### src/rtl/core/tlge_ram.sv
`timescale 1ns / 1ps
`default_nettype none
// ----------------------------------------------------------------------------
// tlge_ram
// generic simple dual-port ram, one write and one registered read port
// ----------------------------------------------------------------------------
module tlge_ram #(
    parameter int WIDTH = 64,
    parameter int DEPTH = 64
) (
    input  wire logic                     clk,
    input  wire logic                     we,
    input  wire logic [$clog2(DEPTH)-1:0] waddr,
    input  wire logic [WIDTH-1:0]         wdata,
    input  wire logic                     re,
    input  wire logic [$clog2(DEPTH)-1:0] raddr,
    output logic      [WIDTH-1:0]         rdata
);
    logic [WIDTH-1:0] mem [DEPTH];

    always_ff @(posedge clk)
    begin
        if (we)
        begin
            mem[waddr] <= wdata;
        end
        if (re)
        begin
            rdata <= mem[raddr];
        end
    end
endmodule
`default_nettype wire

### config.mk
export PLATFORM = sky130hd
export DESIGN_NAME = tlge_ram
export DESIGN_NICKNAME = d
export VERILOG_FILES = /design/src/rtl/core/tlge_ram.sv
export SDC_FILE = /design/constraint.sdc
export NUM_CORES = 2
export LEC_CHECK = 0
export BUFFER_PORTS_ARGS = -buffer_cell sky130_fd_sc_hd__buf_2
export CAP_MARGIN = 20
export CORE_MARGIN = 5
export CORE_UTILIZATION = 50
export DETAILED_ROUTE_END_ITERATION = 8
export GPL_TIMING_DRIVEN = 0
export PLACE_DENSITY_LB_ADDON = 0.1
export SLEW_MARGIN = 10
export SYNTH_ARGS = -nofsm -noshare
export SYNTH_HDL_FRONTEND = slang
export SYNTH_SLANG_ARGS = --single-unit
### constraint.sdc
create_clock -name clk -period 6.7 [get_ports clk]
set_input_delay 1.005 -clock clk [delete_from_list [all_inputs] [get_ports clk]]
set_output_delay 1.005 -clock clk [all_outputs]
set_load 0.01 [all_outputs]
After elaboration in Yosys (flattened, before gate mapping). Memory sizes are Yosys's and may differ from the RTL's. A register that Yosys moved wholly into a read port is not among the register bits. Cells that the tools add are included.

Register bits after elaboration: 0. RAM bits: 4096. Input bits: 79. Output and inout bits: 64. Logic and storage cells: 3. Memories kept: 1.

Mux-type cells: 2.

Memories: mem (words 64, bits a word 64, rd ports 1, clocked after Yosys merged registers in 1, write ports 1, RTL line 19) `logic [WIDTH-1:0] mem [DEPTH];`.

Operators by type and width (number): 1-bit two-way mux (2).

Logic depth before layout (Yosys ltp).
Depth after elaboration: 2. Depth in mapped cells: 9. Gate-level depth less buffers: 5.

Worst setup path after synthesis. No wires, ideal clock.

Path kind: input -> register. Start: input waddr[3]. End: memory mem[48][0] (enable). Library setup time: 564 ps. Arrival time: 5877 ps. Required time: 6136 ps. Setup slack: 259 ps. Stages on the path: 4. Buffers on the path: 1. Path through: clkbuf_1 -> nor2b_1 -> nand4b_1 -> nor3_1.

RTL lines: from (decl) (RTL line 13) `input wire logic [$clog2(DEPTH)-1:0] waddr,`; to (decl) (RTL line 19).

No word-level cell before the write port.

==> impl_metrics.json <==
{
  "status": "finished clean",
  "grt_pass1_vias": 76850,
  "slowest_stage": "a211oi_1",
  "ctsHoldBuffers": 0,
  "synth_xor_xnor_area_share_pct": 0,
  "p_per_area_mw_per_mm2": 302.9,
  "die_height_um": 570.3,
  "dp.cells": 11150,
  "p_seq_share_pct": 52.1,
  "first_iter_violations": 10380,
  "cp_common_cell": "buf_2",
  "finalCritPeriodShare_pct": 70.28,
  "htreeDepth": 5,
  "drv_slew": 0,
  "cp_cell_sequence": "buf_2, buf_4, buf_2, buf_2, buf_4, mux2i_1, o22ai_1, a31oi_1, a211oi_1",
  "synth_top_family_by_area": "multiplexers",
  "syn_area_mm2": 0.1570,
  "worst_slack_ns": 1.991,
  "syn-mean-instance-area_um2": 23.79,
  "ys_types": 32,
  "finalClockSkew_ns": 0.03604,
  "end_kind": "flop",
  "cts_sinks": 4160,
  "cp.arrival_ns": 5.32,
  "routed.top_layer": "met5",
  "nFillCells": 22030,
  "setup_viol": 0,
  "intPower_mw": 43.57,
  "syn_to_final_growth_pct": 16.68,
  "postRouteAntennaNets": 0,
  "start_util_pct": 50.29,
  "post-route-cell-area_mm2": 0.1832,
  "grt_overflow_total": 0,
  "die_width_um": 570.3,
  "via_count": 76570,
  "cts_tree": "done",
  "combPwrFrac_pct": 5.3,
  "clk_latency_ns": 0.96,
  "cp_max_fo": 10,
  "clockPowerShare_pct": 42.6,
  "clockRootBuffer": "clkbuf_16",
  "postSynthCellCount": 6598,
  "path_delay_family": "buffers and inverters",
  "post-cts-setup-buffers": 0,
  "yosysSeqAreaShare_pct": 79.57,
  "p_leak_nw": 57.55,
  "rsz0062_at_grt": "no",
  "finalHoldViolCount": 0,
  "row_count": 205,
  "ys_warn_count": 0,
  "synth-compound-area-share_pct": 2.467,
  "worst_pin_slew_ns": 1.223,
  "antenna_found_initial": 41,
  "crit_path_start_kind": "primary input",
  "critPathMaxStageDelay_ns": 0.90,
  "drv_cap": 0,
  "critPathKind": "in2reg",
  "route.met2.wl_mm": 208.5,
  "fmax_mhz": 212.4,
  "drive_gt1_share_pct": 30.45,
  "synthAdderAreaFrac_pct": 0,
  "numCtsBuffers": 427,
  "dp_slack_ns": 1.184,
  "max_slew_margin_pct": 18.49,
  "place.port_buffers": 134,
  "final_util_pct": 58.68,
  "route.detailed.drc": 0,
  "synthMuxAreaShare_pct": 15.55,
  "grt_pass1_wl_mm": 607.4,
  "ys_seq_elements": 4160,
  "grt_usage_pct": 26.82,
  "dp_hpwl_mm": 298.1,
  "met1_length_mm": 176.0,
  "switchingPower_mw": 11.91,
  "final_cells": 11990,
  "clk_path_buf_depth": 4,
  "pin_count": 143,
  "swShare_pct": 21.47,
  "vdd.ir_drop.worst_mv": 0.2523,
  "post_cts_resized": 0,
  "first_pass_iters": 6,
  "cp_data_required_time_ns": 7.32,
  "synthesis.nets": 6677,
  "drt-total-wl_mm": 437.0,
  "wire_per_inst_um": 36.46,
  "nets": 7542,
  "grt_start_max_net_pins": 65,
  "min_period_ns": 4.709,
  "via_per_inst": 6.389,
  "wl_met3_mm": 39.18,
  "die_area_mm2": 0.3253,
  "yosys.area_share.simple_pct": 1.235,
  "cp_num_buf_inv": 5,
  "core_mm2": 0.3122,
  "clk_pin_slew_ns": 0.06,
  "hold_path_class": "in2reg",
  "gp_congestion": 0.8097,
  "placed_area_mm2": 0.1688,
  "fin_tns_setup_ns": 0
}
==> per-layer routing <==
metal | up-vias | global-route usage [%]
met5 | - | 0
met4 | 22 | 7.632
met3 | 638 | 4.982
met2 | 3614 | 42.29
met1 | 41890 | 39.00
li1 | 30400 | -
==> state kept, by name, indices dropped and copies added, names as in the netlist <==
register	count
rdata	64
mem	4096
==> logic make-up after synthesis <==
kind of cell | count (synthesis)
AO/OA/AOI/OAI | 504
buffers and inverters | 389
flip-flops | 4160
multiplexers | 1159
AND/OR/NAND/NOR | 386
==> worst reg2reg max path, cell delays in order, from the launching register on <==
cell,delay (ns)
edfxtp_1,0.33
mux4_2,0.23
mux2i_1,0.09
o22ai_1,0.76
a31oi_1,0.36
a211oi_1,0.90
==> worst paths after layout <==
| kind | slack [ns] | from | end | cells after the start |
|---|---|---|---|---|
| hold / removal | 0.45 | wdata[54] | mem[31][54]$_DFFE_PP_ | 1 |
| setup reg to reg | 3.70 | mem[63][6]$_DFFE_PP_ | rdata[6]$_DFFE_PP_ | 5 |
| hold reg to reg | 0.96 | mem[60][50]$_DFFE_PP_ | rdata[50]$_DFFE_PP_ | 4 |
| setup / recovery | 1.99 | raddr[2] | rdata[6]$_DFFE_PP_ | 9 |
==> synthesized netlist by cell type (all sizes together) <==
| master | number | area, um^2 |
|---|---|---|
| and3 | 64 | 400.4 |
| a41oi | 26 | 227.7 |
| nand4 | 2 | 12.51 |
| a22o | 88 | 770.7 |
| or2 | 28 | 175.2 |
| o22ai | 83 | 519.3 |
| mux4 | 1024 | 23060 |
| o221ai | 38 | 332.8 |
| mux2i | 135 | 1351 |
| or3b | 1 | 8.760 |
| and2 | 3 | 18.77 |
| a211oi | 63 | 473.0 |
| a31oi | 18 | 112.6 |
| nor2b | 28 | 175.2 |
| nand4b | 1 | 8.760 |
| or3 | 29 | 181.4 |
| a2bb2oi | 19 | 166.4 |
| nand3b | 2 | 15.01 |
| edfxtp | 4160 | 124900 |
| clkbuf | 140 | 525.5 |
| a22oi | 168 | 1261 |
| buf | 230 | 1249 |
| nand2 | 58 | 217.7 |
| inv | 19 | 71.32 |
| nor3 | 2 | 10.01 |
| nand2b | 11 | 68.82 |
| nand3 | 45 | 225.2 |
| nor2 | 112 | 420.4 |
| a31o | 1 | 8.760 |
==> stage by stage <==
stage	hold WS [ns]	power, mW
after global routing	0.4342	57.07
final	0.4472	55.49
after CTS	0.3973	55.81
after floorplan	0.8648	30.83
after global placement	0.9505	32.23
after detailed placement	0.9622	32.37
==> final cells by class <==
type                    instances  area (um^2)  area share (%)
clock buffers                 519        11120           6.068
flip-flops and latches       4160       124900           68.20
multi-input cells            2049        30750           16.79
plain buffers                 370         1783          0.9734
clock inverters               273         2799           1.528
well taps                    4140         5180           2.828
diodes                         19        47.55         0.02596
repair buffers                436         6509           3.553
inverters                      19        71.32         0.03894
==> power groups by stage <==
stage / sequential [mW] / combinational [mW] / clock [mW]
global route: 28.9 / 3.07 / 25.1
global placement: 29.5 / 2.73 / 0
finish: 28.9 / 2.93 / 23.6
detailed placement: 29.5 / 2.90 / 0
CTS: 28.9 / 2.91 / 24.0
floorplan: 29.5 / 1.34 / 0
==> cell usage in the layout, fill, tap and decap left out, types with 24 or more instances in the layout <==
master,instances
a211oi_1,62
a22o_1,88
a22oi_1,168
a41oi_1,24
and3_1,64
buf_12,222
buf_16,34
buf_2,287
buf_4,83
bufinv_16,49
clkbuf_1,222
clkbuf_16,431
clkinv_1,99
clkinv_2,75
edfxtp_1,4160
mux2i_1,135
mux4_2,1024
nand2_1,58
nand3_1,45
nor2_1,49
nor2_4,62
nor2b_1,28
o221ai_1,38
o22ai_1,80
or2_2,28
or3_1,29
No activity file was read; power rests on OpenSTA's default activity.
