$ cat config.mk
export PLATFORM = sky130hd
export DESIGN_NAME = tlge_row_calc
export DESIGN_NICKNAME = d
export VERILOG_FILES = /design/src/rtl/core/tlge_pkg.sv /design/src/rtl/core/tlge_row_calc.sv
export SDC_FILE = /design/constraint.sdc
export NUM_CORES = 1
export LEC_CHECK = 0
export BUFFER_PORTS_ARGS = -buffer_cell sky130_fd_sc_hd__buf_2
export CAP_MARGIN = 20
export CORE_MARGIN = 2
export CORE_UTILIZATION = 50
export DETAILED_ROUTE_END_ITERATION = 8
export PLACE_DENSITY_LB_ADDON = 0.08
export SLEW_MARGIN = 20
export SYNTH_ARGS = -nofsm -noshare
export SYNTH_HDL_FRONTEND = slang
export SYNTH_SLANG_ARGS = --single-unit
export TNS_END_PERCENT = 20
$ cat constraint.sdc
create_clock -name vclk -period 8.2
set_clock_uncertainty 0.1 [all_clocks]
set_input_delay 1.64 -clock vclk [all_inputs]
set_output_delay 1.64 -clock vclk [all_outputs]
set_load 0.02 [all_outputs]
$ cat src/rtl/core/tlge_pkg.sv
`timescale 1ns / 1ps
`default_nettype none
// ----------------------------------------------------------------------------
// tlge_pkg
// shared widths, operation codes, register indexes and size helpers for the
// toroidal life grid engine
// ----------------------------------------------------------------------------
package tlge_pkg;

    // built grid size
    localparam int MAX_COLS = 64;
    localparam int MAX_ROWS = 64;

    localparam int COL_AW  = $clog2(MAX_COLS);
    localparam int ROW_AW  = $clog2(MAX_ROWS);
    localparam int COLS_CW = $clog2(MAX_COLS + 1);
    localparam int ROWS_CW = $clog2(MAX_ROWS + 1);

    // payload field widths
    localparam int OP_W    = 3;
    localparam int COORD_W = 6;
    localparam int CNT_W   = 4;

    // configuration port
    localparam int CFG_W     = 7;
    localparam int CFG_IDX_W = 1;
    localparam logic [CFG_IDX_W-1:0] REG_GRID_WIDTH  = 1'b0;
    localparam logic [CFG_IDX_W-1:0] REG_GRID_HEIGHT = 1'b1;
    localparam logic [CFG_W-1:0]     GRID_WIDTH_RST  = 7'd64;
    localparam logic [CFG_W-1:0]     GRID_HEIGHT_RST = 7'd64;

    // operation codes
    localparam logic [OP_W-1:0] OP_READ   = 3'd0;
    localparam logic [OP_W-1:0] OP_WRITE  = 3'd1;
    localparam logic [OP_W-1:0] OP_TOGGLE = 3'd2;
    localparam logic [OP_W-1:0] OP_CLEAR  = 3'd3;
    localparam logic [OP_W-1:0] OP_STEP   = 3'd4;

    // b3/s23 neighbor counts
    localparam logic [CNT_W-1:0] SURVIVE_CNT = 4'd2;
    localparam logic [CNT_W-1:0] BIRTH_CNT   = 4'd3;

    // zero acts as one, oversize clamps to the built size
    function automatic logic [COLS_CW-1:0] eff_cols(input logic [CFG_W-1:0] v);
        logic [COLS_CW-1:0] r;
        if (v == '0)
            r = COLS_CW'(1);
        else if (int'(v) > MAX_COLS)
            r = COLS_CW'(MAX_COLS);
        else
            r = COLS_CW'(v);
        return r;
    endfunction

    function automatic logic [ROWS_CW-1:0] eff_rows(input logic [CFG_W-1:0] v);
        logic [ROWS_CW-1:0] r;
        if (v == '0)
            r = ROWS_CW'(1);
        else if (int'(v) > MAX_ROWS)
            r = ROWS_CW'(MAX_ROWS);
        else
            r = ROWS_CW'(v);
        return r;
    endfunction

endpackage
`default_nettype wire

$ cat src/rtl/core/tlge_row_calc.sv
`timescale 1ns / 1ps
`default_nettype none
// ----------------------------------------------------------------------------
// tlge_row_calc
// next generation of one row from a three-row window, columns wrap at width
// ----------------------------------------------------------------------------
module tlge_row_calc
    import tlge_pkg::*;
(
    input  wire logic [MAX_COLS-1:0] up_row,
    input  wire logic [MAX_COLS-1:0] mid_row,
    input  wire logic [MAX_COLS-1:0] down_row,
    input  wire logic [COLS_CW-1:0]  width,
    output logic      [MAX_COLS-1:0] new_row
);
    logic [COL_AW-1:0] last_col;

    assign last_col = COL_AW'(width - COLS_CW'(1));

    always_comb
    begin
        logic [COL_AW-1:0] li;
        logic [COL_AW-1:0] ri;
        logic [CNT_W-1:0]  n;
        li = '0;
        ri = '0;
        n  = '0;
        for (int x = 0; x < MAX_COLS; x++)
        begin
            li = (x == 0) ? last_col : COL_AW'(x - 1);
            ri = (COL_AW'(x) == last_col) ? '0 : COL_AW'(x + 1);
            // small widths land on the same column more than once, each counts
            n = CNT_W'(up_row[li]) + CNT_W'(up_row[COL_AW'(x)]) + CNT_W'(up_row[ri])
              + CNT_W'(mid_row[li]) + CNT_W'(mid_row[ri])
              + CNT_W'(down_row[li]) + CNT_W'(down_row[COL_AW'(x)])
              + CNT_W'(down_row[ri]);
            if (x < int'(width))
                new_row[x] = mid_row[x] ? (n == SURVIVE_CNT || n == BIRTH_CNT)
                                        : (n == BIRTH_CNT);
            else
                new_row[x] = mid_row[x];
        end
    end
endmodule
`default_nettype wire

; ---- Word-level counts from Yosys, hierarchy flattened
; Cells that the tools add are included.
[word_totals]
ramBits = 0
latchBits = 0
output_inout_bits = 64
inputBits = 199
romBits = 0
reg_bits = 0
n_memories = 0
[classes]
n_addsub = 225
reduce_logical = 33
shift = 0
n_lt_le_gt_ge = 97
mul = 0
n_eq_ne = 95
div_mod_pow = 0
bitwise_logic = 0
mux = 326
[op_table]
columns = op, count
row1 = binary-select mux 1 bit (select 6 bit), 99
row2 = adder 4 x 1 -> 4 bit, 128
row3 = "== test 4 x 2 -> 1 bit, second input constant", 64
row4 = "< comparator 6 x 7 -> 1 bit, first input constant", 32
row5 = 2-to-1 mux 1 bit, 196
row6 = adder 3 x 1 -> 4 bit, 32
row7 = "< comparator 5 x 7 -> 1 bit, first input constant", 16
row8 = "< comparator 5 x 7 -> 1 bit, second input constant", 16
row9 = adder 2 x 1 -> 3 bit, 32
row10 = "== test 5 x 6 -> 1 bit, first input constant", 16
row11 = 2-to-1 mux 5 bit, 16
row12 = adder 1 x 1 -> 2 bit, 32
row13 = "< comparator 4 x 7 -> 1 bit, first input constant", 8
row14 = "< comparator 4 x 7 -> 1 bit, second input constant", 8
row15 = "== test 4 x 6 -> 1 bit, first input constant", 8
row16 = logical OR 1 bit, 32
row17 = 2-to-1 mux 4 bit, 8
row18 = "< comparator 3 x 7 -> 1 bit, first input constant", 4
row19 = "< comparator 3 x 7 -> 1 bit, second input constant", 4
row20 = "== test 3 x 6 -> 1 bit, first input constant", 4
row21 = "< comparator 1 x 7 -> 1 bit, first input constant", 2
row22 = "< comparator 2 x 7 -> 1 bit, first input constant", 2
row23 = "< comparator 2 x 7 -> 1 bit, second input constant", 2
row24 = "< comparator 6 x 7 -> 1 bit, second input constant", 2
row25 = other kinds (8), 13

; ---- Logic depth before layout (Yosys ltp)
; Gate-level depths: netlist of run 1.
[depth]
depth_word = 15
ltp_mapped = 23
ltp_nobuf = 19

; ---- Worst setup path after synthesis of run 1
; Ideal clock, no wire load.
[synth_path]
kind = input -> output
from = input port width[0]
to = output port new_row[0]
setup_slack_ns = -0.322
cell_stages = 22
n_path_buf = 4
arrival_time_ns = 6.782
path_cell_list = buf_2 -> buf_4 -> buf_2 -> inv_1 -> ha_1 -> nor2b_1 -> and2b_1 -> xnor2_1 -> and2_1 -> buf_2 -> nand3_1 -> mux2_2 -> fa_1 -> inv_1 -> fa_1 -> fa_1 -> inv_1 -> ha_1 -> fa_1 -> o21ai_0 -> nand2_1 -> a21oi_1
[synth_between]
elab_chain_len = 15
elab_cells_between_ends = 28
[synth_rtl]
columns = element, line_no
row1 = from (decl), tlge_row_calc.sv:13  ; input wire logic [COLS_CW-1:0] width,
row2 = subtractor 6 x 1 -> 6 bit, tlge_row_calc.sv:18  ; assign last_col = COL_AW'(width - COLS_CW'(1));
row3 = zero test 6 bit, tlge_row_calc.sv:31  ; ri = (COL_AW'(x) == last_col) ? '0 : COL_AW'(x + 1);
row4 = 2-to-1 mux 1 bit, tlge_row_calc.sv:31
row5 = binary-select mux 1 bit (select 6 bit), tlge_row_calc.sv:33  ; n = CNT_W'(up_row[li]) + CNT_W'(up_row[COL_AW'(x)]) + CNT_W'(up_row[ri])
row6 = 2-to-1 mux 1 bit (not written as such), tlge_row_calc.sv:33
row7 = adder 2 x 1 -> 3 bit, tlge_row_calc.sv:33
row8 = adder 3 x 1 -> 4 bit, tlge_row_calc.sv:34  ; + CNT_W'(mid_row[li]) + CNT_W'(mid_row[ri])
row9 = adder 4 x 1 -> 4 bit, tlge_row_calc.sv:34
row10 = adder 4 x 1 -> 4 bit (2 in series), tlge_row_calc.sv:35  ; + CNT_W'(down_row[li]) + CNT_W'(down_row[COL_AW'(x)])
row11 = adder 4 x 1 -> 4 bit, tlge_row_calc.sv:36  ; + CNT_W'(down_row[ri]);
row12 = "== test 4 x 2 -> 1 bit, on equally long branches", "tlge_row_calc.sv:38, tlge_row_calc.sv:39"
row13 = logical OR 1 bit, tlge_row_calc.sv:38  ; new_row[x] = mid_row[x] ? (n == SURVIVE_CNT || n == BIRTH_CNT)
row14 = 2-to-1 mux 1 bit, tlge_row_calc.sv:38
row15 = 2-to-1 mux 1 bit (*), tlge_row_calc.sv:37  ; if (x < int'(width))
row16 = to (decl), tlge_row_calc.sv:14  ; output logic [MAX_COLS-1:0] new_row
; Mark *: on every way between the ends. The rest lies on a longest branch, timed or not. The select of a mux whose other input is x is not followed.

; ---- Worst setup path in the final report of run 1
[layout_path]
from = input port width[1]
to = output port new_row[0]
; The elaborated chain is that of the path after synthesis.

==> impl_metrics.sql, run 1 <==
INSERT INTO impl_metrics (metric_group, metric, value, unit) VALUES
('layout', 'multi_input_comb_area', '7870', 'um^2'),
('synth', 'synth_top_cell_by_area', 'fa_1', ''),
('synth', 'synth.yosys.warnings', '0', ''),
('synth', 'post_synth_instance_area', '8680', 'um^2'),
('timing', 'maxClockFrequency', '0.124', 'GHz'),
('global_routing', 'number_of_antenna_violations_at_the_first_check_in_global_routing', '1', ''),
('layout', 'post_layout_nonfiller_instances', '1333', ''),
('routing', 'drt_pre_antenna_iters', '6', ''),
('layout', 'fill_cells', '1562', ''),
('pwr', 'static-leakage-power', '0.00493', 'uW'),
('floorplanning', 'die_w', '136', 'um'),
('timing', 'hold_ws', '3.41', 'ns'),
('cts', 'resized_after_cts', '0', ''),
('global_routing', 'groute.usage.overall', '28.8', '%'),
('routing', 'initial_drc_count', '463', ''),
('routing', 'drt_antenna_net_count', '0', ''),
('layout', 'nFlopsAndLatches', '0', ''),
('critical_path', 'start_kind', 'primary input', ''),
('synth', 'seq_area_frac_synth', '0', '%'),
('floorplanning', 'initial_utilization', '50.7', '%'),
('floorplanning', 'core_region_area', '17100', 'um^2'),
('routing', 'num_vias', '7733', ''),
('routing', 'drcViolationCount', '0', ''),
('floorplanning', 'ioPinCount', '263', ''),
('placed_design', 'gp_congestion', '0.951', ''),
('critical_path', 'setup.worst_path.end_class', 'output port', ''),
('global_routing', 'overflow', '0', ''),
('critical_path', 'worst-setup-path-type', 'primary input to output port', ''),
('pwr', 'max-vdd-ir-drop', '0.0656', 'mV'),
('worst_hold_path', 'min-delay-path-class', 'primary input to output port', ''),
('floorplanning', 'design.die.area', '18400', 'um^2'),
('placed_design', 'hpwlAfterDp', '22300', 'um'),
('synth', 'post_synth_num_cell_types', '51', ''),
('floorplanning', 'die-height', '136', 'um'),
('global_routing', 'grt_max_degree', '43', ''),
('placed_design', 'placed_cells_incl_taps', '1331', ''),
('synth', 'synth_top_cells_by_area', 'fa_1 30%, ha_1 15%, mux4_2 13%', ''),
('critical_path', 'worst_path_largest_cell_delay', '0.55', 'ns'),
('routing', 'via_per_inst', '5.80', ''),
('timing', 'final_hold_viol_count', '0', ''),
('timing', 'post-route-min-period', '8.07', 'ns'),
('timing', 'worstMarginPinSlew', '0.815', 'ns'),
('timing', 'final_max_tran_viols', '0', ''),
('routing', 'finalWirelength', '26500', 'um'),
('global_routing', 'vias_in_the_first_global_route', '7609', ''),
('synth', 'syn_area_per_cell', '9.68', 'um^2'),
('critical_path', 'critPathBufInv', '5', ''),
('critical_path', 'timing.critical_path.required', '6.46', 'ns'),
('floorplanning', 'placement_rows', '48', ''),
('critical_path', 'critical_path_cell_by_cell', 'buf_2 -> inv_1 -> ha_1 -> nor2b_1 -> and2b_1 -> xnor2_1 -> and2_1 -> nand3_1 -> mux2_2 -> fa_1 -> inv_1 -> fa_1 -> fa_1 -> inv_1 -> ha_1 -> fa_1 -> o21ai_0 -> nand2_1 -> a21oi_4 -> buf_2', ''),
('cts', 'post_cts.repair.setup_buffers', '0', ''),
('global_routing', 'grt_pass1_wl', '41200', 'um'),
('timing', 'tns', '0', 'ns'),
('timing', 'worst_slew_margin_rel', '45.7', '%'),
('run', 'max_capacitance_violation_total', '0', ''),
('layout', 'seq_area', '0', 'um^2'),
('pwr', 'power_per_cell_area', '114', 'nW/um^2'),
('critical_path', 'critical_path.slowest_cell', 'fa_1', ''),
('layout', 'layout-drive-gt1-share', '33.3', '%'),
('timing', 'setup_repair_after_global_routing_missed_its_margin', 'false', ''),
('placed_design', 'place.port_buffers', '263', ''),
('layout', 'syn_to_final_growth', '15.2', '%'),
('routing', 'post_drt_wl_per_cell', '19.9', 'um'),
('synth', 'synth_nets', '1324', ''),
('cts', 'post_cts_hold_buffer_count', '0', ''),
('layout', 'layout.clock_buffers', '0', ''),
('timing', 'crit_share_post_route', '98.4', '%'),
('critical_path', 'arrival_time_at_the_worst_endpoint', '6.33', 'ns'),
('layout', 'fin_nets', '1536', ''),
('critical_path', 'worst_path_dominant_cell_family', 'adder cells', ''),
('layout', 'final_core_utilization', '58.4', '%'),
('run_status', 'status', 'finished clean', ''),
('critical_path', 'crit_path_max_fanout', '4', ''),
('synth', 'synthesis.instances', '896', ''),
('pwr', 'total_power', '1140', 'uW'),
('critical_path', 'cp_common_cell', 'fa_1', ''),
('synth', 'synth_top_cell_area_share', '29.5', '%'),
('timing', 'setup_viol_count_final', '0', '');
==> worst paths after layout <==
check	endpoint	start	slack [ns]	depth (start not counted)
setup / recovery	new_row[0]	width[1]	0.13	20
hold / removal	new_row[61]	mid_row[61]	3.41	2
==> power by group <==
group	leakage (uW)	total (uW)	switching, uW	internal, uW
Sequential	0	0	0	0
Combinational	0.00493	1140	652	484
Clock	0.0000000127	0.0000671	0	0.0000671
==> per-stage QoR <==
| step | cell area [um^2] | setup WS [ns] |
|---|---|---|
| 2_1_floorplan | 8700 | 0.0119 |
| 3_3_place_gp | 9990 | 0.338 |
| 3_5_place_dp | 9990 | 0.239 |
| 4_1_cts | 9990 | 0.223 |
| 5_1_grt | 9990 | 0.00589 |
| 6_report | 10000 | 0.129 |
==> metal layers <==
layer	vias to the layer above	routed length, um	global-route usage (%)
li1	3596	-	-
met1	3762	11200	41.0
met2	324	12800	48.1
met3	51	1890	3.18
met4	0	553	5.61
met5	-	0	0
==> cells in the mapped netlist (3+ instances only) <==
cell type,count
or3_1,3
nor2_1,19
mux2_4,4
a22o_1,6
o21ai_0,49
a31oi_1,3
and3_4,4
a22oi_1,4
inv_1,107
mux4_2,49
nand2_1,46
and3_1,9
buf_2,13
clkbuf_1,15
mux2i_1,66
xnor2_1,3
fa_1,128
mux2_1,14
buf_1,3
mux2_2,14
nor3_1,3
ha_1,101
nand3_2,12
buf_4,34
a21oi_1,107
nand3_1,47
buf_6,3
==> layout make-up <==
type               count  area share [%]
diodes                 2          0.0501
inverters            107            4.02
multi-input cells    721            78.7
well taps            225            2.82
repair buffers       278            14.4
==> layout by cell type (no fill, tap or decap), types with 2 or more instances in the layout <==
cell type,count
buf_2,262
fa_1,128
inv_1,107
a21oi_1,106
ha_1,100
mux2i_1,66
o21ai_0,49
mux4_2,49
nand3_1,47
nand2_1,46
nor2_1,19
buf_4,15
mux2_1,14
mux2_2,14
nand3_2,12
and3_1,9
a22o_1,6
and3_4,4
mux2_4,4
a22oi_1,4
nor3_1,3
xnor2_1,3
or3_1,3
a31oi_1,3
diode_2,2
nor2b_1,2
a21o_1,2
nor4_1,2
o22ai_1,2
a211oi_1,2
o211ai_1,2
==> logic make-up after synthesis <==
family / after synthesis / share of synthesized area (%)
buffers and inverters: 175 / 9.49
AO/OA/AOI/OAI: 184 / 11.5
AND/OR/NAND/NOR: 156 / 9.68
multiplexers: 147 / 24.7
XOR/XNOR: 5 / 0.591
adder cells (fa/ha/maj): 229 / 44.1
No activity file was read; power rests on OpenSTA's default activity.
==> run 2: changes to the inputs <==
==> constraint.sdc (replaced) <==
create_clock -name vclk -period 7.2
set_clock_uncertainty 0.1 [all_clocks]
set_input_delay 1.44 -clock vclk [all_inputs]
set_output_delay 1.44 -clock vclk [all_outputs]
set_load 0.02 [all_outputs]
==> impl_metrics.sql, run 2 (synthesis results as in run 1) <==
INSERT INTO impl_metrics (metric_group, metric, value, unit) VALUES
('layout', 'layout.clock_buffers', '0', ''),
('pwr', 'power_per_cell_area', '130', 'nW/um^2'),
('timing', 'setup_viol_count_final', '0', ''),
('layout', 'post_layout_nonfiller_instances', '1354', ''),
('critical_path', 'timing.critical_path.required', '5.66', 'ns'),
('critical_path', 'critical_path.slowest_cell', 'fa_1', ''),
('layout', 'mostFrequentLayoutCells', '260 x buf_2, 127 x fa_1, 106 x a21oi_1, 103 x inv_1, 98 x ha_1', ''),
('global_routing', 'number_of_antenna_violations_at_the_first_check_in_global_routing', '0', ''),
('routing', 'num_vias', '7874', ''),
('floorplanning', 'die_w', '136', 'um'),
('timing', 'hold_ws', '3.01', 'ns'),
('placed_design', 'placement.setup.worst_slack', '0.0298', 'ns'),
('timing', 'tns', '0', 'ns'),
('placed_design', 'placed_cells_incl_taps', '1348', ''),
('critical_path', 'cp_common_cell', 'fa_1', ''),
('run_status', 'status', 'finished clean', ''),
('layout', 'diodes', '0', ''),
('critical_path', 'worst-setup-path-type', 'primary input to output port', ''),
('routing', 'post_drt_wl_per_cell', '20.1', 'um'),
('critical_path', 'start_kind', 'primary input', ''),
('timing', 'post_layout_worst_setup_margin', '0.0866', 'ns'),
('layout', 'fill_cells', '1565', ''),
('global_routing', 'groute.usage.overall', '29.8', '%'),
('critical_path', 'arrival_time_at_the_worst_endpoint', '5.57', 'ns'),
('routing', 'via_per_inst', '5.82', ''),
('worst_hold_path', 'worst_hold_path.num_cells', '2', ''),
('critical_path', 'setup.worst_path.end_class', 'output port', ''),
('global_routing', 'grt_max_degree', '36', ''),
('layout', 'fin_nets', '1559', ''),
('timing', 'worst_slew_margin_rel', '46.4', '%'),
('placed_design', 'gp_congestion', '0.932', ''),
('timing', 'post-route-min-period', '7.11', 'ns'),
('layout', 'syn_to_final_growth', '18.5', '%'),
('layout', 'multi_input_comb_area', '7950', 'um^2'),
('routing', 'drcViolationCount', '0', ''),
('routing', 'drt_pre_antenna_iters', '7', ''),
('floorplanning', 'placement_rows', '48', ''),
('global_routing', 'vias_in_the_first_global_route', '7877', ''),
('global_routing', 'grt_pass1_wl', '42400', 'um'),
('floorplanning', 'initial_utilization', '50.7', '%'),
('layout', 'nFlopsAndLatches', '0', ''),
('critical_path', 'worst_path_dominant_cell_family', 'adder cells', ''),
('layout', 'layout.cells.most_common', 'buf_2', ''),
('layout', 'seq_area', '0', 'um^2'),
('run', 'max_capacitance_violation_total', '0', ''),
('floorplanning', 'core_region_area', '17100', 'um^2'),
('timing', 'final_hold_viol_count', '0', ''),
('worst_hold_path', 'min-delay-path-class', 'primary input to output port', ''),
('timing', 'setup_repair_after_global_routing_missed_its_margin', 'true', ''),
('worst_hold_path', 'hold_path_end', 'new_row[60]', ''),
('global_routing', 'overflow', '0', ''),
('routing', 'drt_antenna_net_count', '0', ''),
('critical_path', 'crit_path_max_fanout', '5', ''),
('critical_path', 'critical_path_cell_by_cell', 'buf_12 -> inv_8 -> ha_4 -> nor2b_4 -> and2b_2 -> xnor2_2 -> and2_4 -> nand3_4 -> mux2_4 -> fa_1 -> inv_2 -> fa_1 -> fa_1 -> inv_2 -> ha_4 -> fa_2 -> nand2_2 -> a21oi_4 -> buf_6', ''),
('timing', 'worstMarginPinSlew', '0.805', 'ns'),
('placed_design', 'hpwlAfterDp', '22900', 'um'),
('critical_path', 'critPathBufInv', '5', ''),
('timing', 'crit_share_post_route', '98.8', '%'),
('floorplanning', 'design.die.area', '18400', 'um^2'),
('timing', 'maxClockFrequency', '0.141', 'GHz'),
('routing', 'finalWirelength', '27200', 'um'),
('critical_path', 'worst_path_largest_cell_delay', '0.56', 'ns'),
('pwr', 'max-vdd-ir-drop', '0.0962', 'mV'),
('floorplanning', 'die-height', '136', 'um'),
('routing', 'initial_drc_count', '502', ''),
('placed_design', 'place.port_buffers', '263', ''),
('pwr', 'static-leakage-power', '0.00507', 'uW'),
('layout', 'layout-drive-gt1-share', '35.9', '%'),
('pwr', 'total_power', '1330', 'uW'),
('worst_hold_path', 'timing.hold.worst.start', 'mid_row[60]', ''),
('timing', 'final_max_tran_viols', '0', ''),
('floorplanning', 'ioPinCount', '263', '');
[run 2: cell count changes in the layout (fill, tap and decap cells not counted), moves of 2 or more]
cell     change
diode_2      -2
buf_4       +22
inv_1        -4
buf_6        +2
ha_1         -2
buf_2        -2
inv_2        +3
ha_4         +3
[run 2: metrics by stage]
step | area (um^2) | util, %
floorplan | 8790 | -
global placement | 10200 | 59.5
detailed placement | 10200 | 59.5
CTS | 10200 | 59.5
global route | 10300 | 60.0
finish | 10300 | 60.0
[run 2: final cells by class]
class                      count  share of cell area (%)
inverter                     107                    3.98
multi-input combinational    721                    77.3
tap                          225                    2.74
timing repair buffer         301                    16.0
[run 2: layer usage]
metal  vias to the layer above  GRT usage (%)  wire [um]
li1                       3637              -          -
met1                      3886           42.4      11500
met2                       312           50.8      13400
met3                        39           2.32       1720
met4                         0           5.21        575
met5                         -              0          0
[run 2: repair_timing]
item | 4_1_cts | 5_1_grt
endpoints found under the setup margin | 0 | 13
hold buffers | 0 | 0
buffers inserted | 0 | 6
gates resized for setup | 0 | 15
[run 2: worst max path at each step]
stage                       to     start  cells past startpoint
floorplan           new_row[0]  width[0]                     21
global placement    new_row[0]  width[0]                     19
detailed placement  new_row[0]  width[0]                     19
CTS                 new_row[0]  width[0]                     19
global route        new_row[0]  width[0]                     19
finish              new_row[0]  width[0]                     19
[run 2: report_power, final]
group,switching (uW),internal [uW]
combinational,755,579
sequential,0,0
clock,0,0
